<file path="config.mk">
export PLATFORM = sky130hd
export DESIGN_NAME = rmd160_step
export DESIGN_NICKNAME = d
export VERILOG_FILES = /design/src/hdl/rmd160_pkg.sv /design/src/hdl/rmd160_step.sv
export SDC_FILE = /design/constraint.sdc
export NUM_CORES = 2
export LEC_CHECK = 0
export ABC_AREA = 1
export BUFFER_PORTS_ARGS = -buffer_cell sky130_fd_sc_hd__buf_2
export CAP_MARGIN = 20
export CORE_AREA = 10 10 642 644
export DETAILED_ROUTE_END_ITERATION = 6
export DIE_AREA = 0 0 652 654
export GPL_TIMING_DRIVEN = 0
export SYNTH_ARGS = -nofsm -noshare
export SYNTH_HDL_FRONTEND = slang
export SYNTH_SLANG_ARGS = --single-unit
</file>
<file path="constraint.sdc">
create_clock -name clk -period 11.4 [get_ports clk]
set_clock_uncertainty 0.1 [all_clocks]
set_input_delay 0.57 -clock clk [delete_from_list [all_inputs] [get_ports clk]]
set_output_delay 0.57 -clock clk [all_outputs]
set_load 0.05 [all_outputs]
</file>
<file path="src/hdl/rmd160_pkg.sv">
package rmd160_pkg;

  typedef struct packed {
    logic [63:0] msg_bytes_24_31;
    logic [63:0] msg_bytes_16_23;
    logic [63:0] msg_bytes_8_15;
    logic [63:0] msg_bytes_0_7;
  } msg_t;

  typedef struct packed {
    logic [31:0] digest_bytes_16_19;
    logic [63:0] digest_bytes_8_15;
    logic [63:0] digest_bytes_0_7;
  } digest_t;

  typedef logic [31:0] word_t;
  typedef word_t [15:0] block_t;

  // Working variables of one line: a, b, c, d, e.
  typedef struct packed {
    word_t a;
    word_t b;
    word_t c;
    word_t d;
    word_t e;
  } line_t;

  // Everything that travels down the pipeline with one item.
  typedef struct packed {
    block_t w;
    line_t  lft;
    line_t  rgt;
  } stage_t;

  localparam int NumSteps = 80;

  localparam word_t Iv0 = 32'h67452301;
  localparam word_t Iv1 = 32'hEFCDAB89;
  localparam word_t Iv2 = 32'h98BADCFE;
  localparam word_t Iv3 = 32'h10325476;
  localparam word_t Iv4 = 32'hC3D2E1F0;
  localparam word_t PadWord = 32'h00000080;
  localparam word_t LenWord = 32'h00000100;

  localparam logic [3:0] WordLeft [NumSteps] = '{
    4'd0,4'd1,4'd2,4'd3,4'd4,4'd5,4'd6,4'd7,4'd8,4'd9,4'd10,4'd11,4'd12,4'd13,4'd14,4'd15,
    4'd7,4'd4,4'd13,4'd1,4'd10,4'd6,4'd15,4'd3,4'd12,4'd0,4'd9,4'd5,4'd2,4'd14,4'd11,4'd8,
    4'd3,4'd10,4'd14,4'd4,4'd9,4'd15,4'd8,4'd1,4'd2,4'd7,4'd0,4'd6,4'd13,4'd11,4'd5,4'd12,
    4'd1,4'd9,4'd11,4'd10,4'd0,4'd8,4'd12,4'd4,4'd13,4'd3,4'd7,4'd15,4'd14,4'd5,4'd6,4'd2,
    4'd4,4'd0,4'd5,4'd9,4'd7,4'd12,4'd2,4'd10,4'd14,4'd1,4'd3,4'd8,4'd11,4'd6,4'd15,4'd13
  };
  localparam logic [3:0] WordRight [NumSteps] = '{
    4'd5,4'd14,4'd7,4'd0,4'd9,4'd2,4'd11,4'd4,4'd13,4'd6,4'd15,4'd8,4'd1,4'd10,4'd3,4'd12,
    4'd6,4'd11,4'd3,4'd7,4'd0,4'd13,4'd5,4'd10,4'd14,4'd15,4'd8,4'd12,4'd4,4'd9,4'd1,4'd2,
    4'd15,4'd5,4'd1,4'd3,4'd7,4'd14,4'd6,4'd9,4'd11,4'd8,4'd12,4'd2,4'd10,4'd0,4'd4,4'd13,
    4'd8,4'd6,4'd4,4'd1,4'd3,4'd11,4'd15,4'd0,4'd5,4'd12,4'd2,4'd13,4'd9,4'd7,4'd10,4'd14,
    4'd12,4'd15,4'd10,4'd4,4'd1,4'd5,4'd8,4'd7,4'd6,4'd2,4'd13,4'd14,4'd0,4'd3,4'd9,4'd11
  };
  localparam logic [4:0] RotLeft [NumSteps] = '{
    5'd11,5'd14,5'd15,5'd12,5'd5,5'd8,5'd7,5'd9,5'd11,5'd13,5'd14,5'd15,5'd6,5'd7,5'd9,5'd8,
    5'd7,5'd6,5'd8,5'd13,5'd11,5'd9,5'd7,5'd15,5'd7,5'd12,5'd15,5'd9,5'd11,5'd7,5'd13,5'd12,
    5'd11,5'd13,5'd6,5'd7,5'd14,5'd9,5'd13,5'd15,5'd14,5'd8,5'd13,5'd6,5'd5,5'd12,5'd7,5'd5,
    5'd11,5'd12,5'd14,5'd15,5'd14,5'd15,5'd9,5'd8,5'd9,5'd14,5'd5,5'd6,5'd8,5'd6,5'd5,5'd12,
    5'd9,5'd15,5'd5,5'd11,5'd6,5'd8,5'd13,5'd12,5'd5,5'd12,5'd13,5'd14,5'd11,5'd8,5'd5,5'd6
  };
  localparam logic [4:0] RotRight [NumSteps] = '{
    5'd8,5'd9,5'd9,5'd11,5'd13,5'd15,5'd15,5'd5,5'd7,5'd7,5'd8,5'd11,5'd14,5'd14,5'd12,5'd6,
    5'd9,5'd13,5'd15,5'd7,5'd12,5'd8,5'd9,5'd11,5'd7,5'd7,5'd12,5'd7,5'd6,5'd15,5'd13,5'd11,
    5'd9,5'd7,5'd15,5'd11,5'd8,5'd6,5'd6,5'd14,5'd12,5'd13,5'd5,5'd14,5'd13,5'd13,5'd7,5'd5,
    5'd15,5'd5,5'd8,5'd11,5'd14,5'd14,5'd6,5'd14,5'd6,5'd9,5'd12,5'd9,5'd12,5'd5,5'd15,5'd8,
    5'd8,5'd5,5'd12,5'd9,5'd12,5'd5,5'd14,5'd6,5'd8,5'd13,5'd6,5'd5,5'd15,5'd13,5'd11,5'd11
  };
  localparam word_t AddLeft [5] = '{
    32'h00000000, 32'h5A827999, 32'h6ED9EBA1, 32'h8F1BBCDC, 32'hA953FD4E
  };
  localparam word_t AddRight [5] = '{
    32'h50A28BE6, 32'h5C4DD124, 32'h6D703EF3, 32'h7A6D76E9, 32'h00000000
  };

  function automatic word_t rotl(input word_t x, input logic [4:0] n);
    logic [63:0] dbl;
    dbl = {x, x} << n;
    return dbl[63:32];
  endfunction

  function automatic word_t mix(input logic [2:0] g, input word_t x, input word_t y,
                                input word_t z);
    word_t r;
    case (g)
      3'd0: r = x ^ y ^ z;
      3'd1: r = (x & y) | (~x & z);
      3'd2: r = (x | ~y) ^ z;
      3'd3: r = (x & z) | (y & ~z);
      default: r = x ^ (y | ~z);
    endcase
    return r;
  endfunction

endpackage

</file>
<file path="src/hdl/rmd160_step.sv">
// One step of both lines, registered. The step number is tied to a constant per instance.
module rmd160_step import rmd160_pkg::*; (
  input  logic       clk,
  input  logic       rst,
  input  logic [6:0] step_idx,
  input  logic       adv,
  input  logic       in_valid,
  input  stage_t     in_data,
  output logic       out_valid,
  output stage_t     out_data
);

  logic [2:0] grp;
  stage_t nxt;
  word_t tl, tr;

  // Sixteen steps per round group.
  assign grp = step_idx[6:4];

  always_comb begin
    tl = rotl(in_data.lft.a + mix(grp, in_data.lft.b, in_data.lft.c, in_data.lft.d)
              + in_data.w[WordLeft[step_idx]] + AddLeft[grp], RotLeft[step_idx])
         + in_data.lft.e;
    tr = rotl(in_data.rgt.a + mix(3'd4 - grp, in_data.rgt.b, in_data.rgt.c, in_data.rgt.d)
              + in_data.w[WordRight[step_idx]] + AddRight[grp], RotRight[step_idx])
         + in_data.rgt.e;
    nxt.w = in_data.w;
    nxt.lft.a = in_data.lft.e;
    nxt.lft.e = in_data.lft.d;
    nxt.lft.d = rotl(in_data.lft.c, 5'd10);
    nxt.lft.c = in_data.lft.b;
    nxt.lft.b = tl;
    nxt.rgt.a = in_data.rgt.e;
    nxt.rgt.e = in_data.rgt.d;
    nxt.rgt.d = rotl(in_data.rgt.c, 5'd10);
    nxt.rgt.c = in_data.rgt.b;
    nxt.rgt.b = tr;
  end

  always_ff @(posedge clk) begin
    if (rst) begin
      out_valid <= 1'b0;
    end else if (adv) begin
      out_valid <= in_valid;
    end
  end

  always_ff @(posedge clk) begin
    if (adv) begin
      out_data <= nxt;
    end
  end

endmodule

</file>
**After elaboration in Yosys (flattened, before gate mapping)**

Memories as Yosys holds them, arrays and structs flattened.
Cells that the tools add are included.

- Order comparisons: 4
- Add/sub/neg operators: 9
- Shift-type cells: 2
- Reduce and logical (&&, ||, !) cells: 2
- Muxes and demuxes: 18
- Bitwise operators: 32
- Eq/ne operators: 6

Operators by type and width:

| cell | number |
|---|---|
| 32-bit adder | 8 |
| 32-bit AND | 8 |
| 32-bit binary-select mux with 4-bit select | 2 |
| 32-bit bitwise OR | 8 |
| 32-bit case mux with 4 select lines | 2 |
| 32-bit XOR | 8 |
| 32-bit two-way mux | 6 |
| 32-bit inverter | 6 |
| 64-bit by 5-bit left shift with 64-bit output | 2 |
| 5-bit two-way mux | 4 |
| 4-bit two-way mux | 4 |
| 3-bit by 2-bit equality test with 1-bit output, second input constant | 4 |
| 4-bit by 5-bit < comparator with 1-bit output, second input constant | 2 |
| 8-bit >= comparator, second input constant | 1 |
| 7-bit inverter with 8-bit output | 1 |
| 3-bit by 1-bit equality test with 1-bit output, second input constant | 2 |
| 3-bit zero test | 2 |
| 4-bit >= comparator, second input constant | 1 |
| 3-bit inverter with 4-bit output | 1 |
| 3-bit subtractor, first input constant | 1 |

- Memories: 6
- Word-level logic and storage cells: 106
- Register bits: 833
- Output and inout port bits: 833
- Bits in read-only memories: 2816
- Input bits: 843

Memory list:

| name | words | width | rd ports | clocked after Yosys merged registers in | wr ports | RTL line | source |
|---|---|---|---|---|---|---|---|
| (name not given) | 128 | 5 | 1 | 0 | 0 | rmd160_step.sv:25 | `+ in_data.w[WordRight[step_idx]] + AddRight[grp], RotRight[step_idx])` |
| (name not given) | 128 | 5 | 1 | 0 | 0 | rmd160_step.sv:22 | `+ in_data.w[WordLeft[step_idx]] + AddLeft[grp], RotLeft[step_idx])` |
| (name not given) | 128 | 4 | 1 | 0 | 0 | rmd160_step.sv:25 |  |
| (name not given) | 128 | 4 | 1 | 0 | 0 | rmd160_step.sv:22 |  |
| (name not given) | 8 | 32 | 1 | 0 | 0 | rmd160_step.sv:25 |  |
| (name not given) | 8 | 32 | 1 | 0 | 0 | rmd160_step.sv:22 |  |

**Longest topological paths before layout**

- Depth in word-level cells: 10
- Depth in mapped cells: 58
- Mapped depth without buffers: 55

**Worst setup path before layout**

Ideal clock, no wire load.

- Path kind: input -> register
- From: in step_idx[0]
- To: reg out_data[124] (netlist name) (data pin)
- Required time: 11.048 ns
- Path buffers: 3
- Path slack: 2.602 ns
- Stages: 50
- Arrival time: 8.446 ns
- Cells stage by stage: inv_1 ha_1 nor2_1 o21ai_2 nand3_1 a21boi_4 nand2_4 buf_6 buf_2 clkbuf_1 o211ai_1 o311ai_0 o311ai_0 nand2_1 fa_1 inv_1 fa_1 inv_1 (+14 left out) ha_1 fa_1 nand2_1 nand2_1 a21oi_1 o21ai_1 a31oi_1 o21ai_1 a21boi_0 o21bai_1 nand2_1 nand2_1 a21oi_1 o21ai_1 nand3_1 nand2_1 nand2_1 nand2_1

- Word-level cells in the longest chain between the ends: 10
- Elaborated cells between the ends (all ways): 13

RTL lines:

| item | RTL line | source |
|---|---|---|
| from (decl) | rmd160_step.sv:5 | `input logic [6:0] step_idx,` |
| 7-bit inverter with 8-bit output (not written as such) * | rmd160_step.sv:25 |  |
| memory 128 x 4 bit | n/a |  |
| 4-bit two-way mux (not written as such) (2 in series) | rmd160_step.sv:25 |  |
| 32-bit binary-select mux with 4-bit select | rmd160_step.sv:25 |  |
| 32-bit two-way mux (not written as such) | rmd160_step.sv:25 |  |
| 32-bit adder (2 in series) | rmd160_step.sv:25 |  |
| 64-bit by 5-bit left shift with 64-bit output * | rmd160_pkg.sv:82 | `dbl = {x, x} << n;` |
| 32-bit adder * | rmd160_step.sv:26 | `+ in_data.rgt.e;` |
| named net tr[28] | rmd160_step.sv:15 | `word_t tl, tr;` |
| to (signal assigned) | rmd160_step.sv:50 | `out_data <= nxt;` |
| to (decl) | rmd160_step.sv:10 | `output stage_t out_data` |

Mark *: on every way through the listed nets, which the timed path passes. The rest lies on a longest branch. The select of a mux whose other input is x is not followed.
A chain may end at the register's enable or synchronous reset.

**Worst setup path after layout**

- From: in step_idx[0]
- To: reg out_data[123] (netlist name) (data pin)

The elaborated chain is that of the path after synthesis.

==> results by group <==
Critical path
  – Arrival @ worst endpoint: 11.54 ns
  – R2r startpoint: out_valid$_SDFFE_PP0P_
  – Startpoint types: input port
  – Critical Path RT: between 10 and 15 ns
  – WS Path Type: input port to register
  – Crit-path max FO: 10
  – CP max-delay cell: o311ai_0
  – Critical Path Max Stage Delay: around 0.76 ns
  – Critical path launch point: step_idx[0]
  – Critical R2R Capture: out_valid$_SDFFE_PP0P_
  – R2R depth: 3
  – R2R setup slack: roughly 10 ns
  – Most used cell, CP: nand3_1
  – Worst setup EP type: register

Hold path
  – Hold Crit Endpoint: out_data[736]$_DFFE_PP_
  – Hold path start: in_data[736]
  – Hold path cells: 1
  – Hold Crit Class: input port to register

Synthesis
  – Synth unique cells: a little over 60
  – Top-area cell type share of the netlist area: 0.4550
  – Asr flop ratio synth: 0
  – Mapped Area: between 50000 and 60000 um^2
  – Main flop type after synthesis: edfxtp_1
  – Avg Inst Size Synth: 8.880 um^2
  – Syn Inst Count: slightly above 6k
  – Synth Net Count: about 7.4k
  – Synth warnings: 0
  – Post-synthesis sequential area ratio: 0.4554
  – Post-synth EDFFs: 832
  – Number of synthesized register bits: approximately 830
  – Ranking of synthesized cells by area: edfxtp_1 46%, nand2_1 7.1%, nand3_1 6.2%
  – Area leader, netlist: edfxtp_1

Power and ir drop
  – Peak supply drop: roughly 0.16 mV
  – Leak: roughly 35 nW
  – PwrDens: about 240 nW/um^2

CTS
  – Worst-path clk slew: 0.06 ns
  – Worst-skew pair later-pin latency: between 0.8 and 0.9 ns
  – Max Buffers Root-to-Sink: 4
  – CTS Root Cell: clkbuf_16
  – Num CTS Buffers: ~120
  – H-tree level count: 3
  – CTS tree: built
  – Clock Sinks: ~830

Place
  – IO Port Bufs: ~1.7k
  – GPL Wtd Cong: 1.030
  – DP Wirelength: ~460000 um
  – Placement Cell Area: ~70000 um^2

Timing
  – Min cycle time layout: 11.04 ns
  – Hold WS: approximately 0.076 ns
  – Slew @ Worst Pin: around 1.3 ns
  – RSZ-0062 raised after global routing: false
  – Final Hold Vio Count: 0
  – Slew Limit Fails: 0
  – Final setup viols: 0
  – Slew Limit Headroom: 0.1074
  – Final Cycle Share: 0.9687
  – Peak Freq: slightly above 0.09 GHz

Cells and area
  – Nets: between 9k and 10k
  – Layout cell share with drive strength beyond 1: 0.2437
  – Area of the multi-input gates: 26020 um^2
  – Fill count: between 40k and 50k
  – Design area: 82590 um^2
  – Most common cell after layout, fill and taps aside: buf_2
  – Storage cell area: around 25000 um^2
  – Syn-to-layout area delta: 50.43%
  – Leading cell types in the layout, fill and taps excluded: 1754 x buf_2, 1013 x nand2_1, 832 x edfxtp_1

Die
  – DIE HEIGHT: between 600 and 700 um
  – Cell Rows: 232
  – Top Ports: roughly 1.7k
  – Area of the core: ~400000 um^2
  – Die Footprint: between 400000 and 500000 um^2
  – Die W: 652 um
  – Initial Util: 0.1378

Global route
  – Vias in the first global route: slightly above 60k
  – Largest net degree at the start of global routing: around 130
  – GR Overflow Total: 0
  – Tot GR Track Use: 0.2371
  – First-pass GRT wire length: around 660000 um
  – Antenna violations before repair: ~290

Routing
  – Final ANT Viol Nets: 0
  – Routed WL: 533300 um
  – Top layer in use: met5
  – Drt pass-1 iters: 6
  – # DRC: 0
  – Wire length on met2: about 240000 um
  – WL/cell: 37.32 um
  – Met3 wire length: ~67000 um
  – Routed vias/inst: 4.502
  – Routed vias: around 64k
  – Post-Route M1 WL: approximately 190000 um
  – Starting DRT DRC Count: roughly 8.0k

Flow run
  – Max_cap viols: 0

Outcome
  – Status: completed
## critical path: cells and delay by family
kind	cells	cell delay, ns
AOI/OAI and AO/OA	18	5.07
xor gates and xnor gates	2	0.37
adders and majority gates	5	1.80
buffers and inverters	8	1.66
and+or+nand+nor	15	1.93
## worst max-delay path by stage
stage / end / slack (ns)
after detailed placement: out_data[124]$_DFFE_PP_ / -1.90
after global routing: out_data[284]$_DFFE_PP_ / 0.01
after CTS: out_data[124]$_DFFE_PP_ / 0.002
after floorplan: out_data[124]$_DFFE_PP_ / 2.60
final: out_data[123]$_DFFE_PP_ / 0.36
after global placement: out_valid$_SDFFE_PP0P_ / -6.12
## per-layer routing
layer / track usage / up-vias
li1: - / 27280
met1: 0.2602 / 31340
met2: 0.3763 / 4387
met3: 0.1113 / 1179
met4: 0.1358 / 150
met5: 0.003547 / -
## cell families after synthesis
group                    share of synthesized area
AND/OR/NAND/NOR                             0.1724
AO/OA/AOI/OAI                               0.1676
buffers and inverters                      0.07534
flip-flops                                  0.4554
adder cells (fa/ha/maj)                    0.09238
XOR/XNOR                                   0.02138
multiplexers                               0.01550
## registers in the layout, indices dropped and copies added, names as in the netlist
register   cells
out_data     832
out_valid      1
## layout make-up
cell class              count  share of cell area
flip-flops and latches    833              0.3027
repair buffers           2457              0.1984
diodes                    172            0.005211
multi-input cells        4289              0.3151
clock inverters            64            0.009392
plain buffers             328             0.01842
inverters                 733             0.03354
clock buffers             148             0.03748
well taps                5265             0.07976
## through the flow
| stage | TNS, ns | utilization | power [W] | worst slack (ns) | std cells |
|---|---|---|---|---|---|
| finish | 0 | 0.2072 | 0.01950 | 0.3566 | 14290 |
| global route | 0 | 0.2067 | 0.02065 | 0.01063 | 14210 |
| CTS | 0 | 0.2054 | 0.01952 | 0.002469 | 14120 |
| detailed placement | -47.68 | 0.1760 | 0.01523 | -1.895 | 13130 |
| global placement | -4558.84 | 0.1753 | 0.01532 | -6.123 | 13120 |
| floorplan | 0 | - | 0.01110 | 2.602 | 6183 |
## power breakdown
group	switching [W]	total [W]	internal [W]
sequential	0.000106	0.00404	0.00394
combinational	0.00829	0.0116	0.00329
clock	0.00165	0.00387	0.00222
## synthesized netlist by cell type (all sizes together), types with 4 or more instances
cell type,number
nand2,1044
a21boi,11
or2,24
a211oi,29
o21ai,561
o22ai,4
nand4,72
clkbuf,203
o21a,6
o221ai,35
buf,125
a32o,13
edfxtp,832
fa,124
a32oi,19
o21bai,11
o2111ai,4
nand3,685
ha,207
nor2,312
and3,4
o311ai,41
o211ai,225
a31oi,17
xor2,64
a21oi,496
mux2i,85
xnor2,70
nor3,37
a21o,15
and2,4
inv,730
o31ai,59
## repair_timing
action | 4_1_cts | 5_1_grt
buffers inserted | 4 | 2
endpoints found under the hold margin | 778 | 0
hold buffers | 767 | 0
resized for setup | 62 | 137
pin swaps | 1 | 0
gates cloned | 0 | 0
endpoints found under the setup margin | 25 | 26
Note: power is estimated with default switching activity, not from simulation.
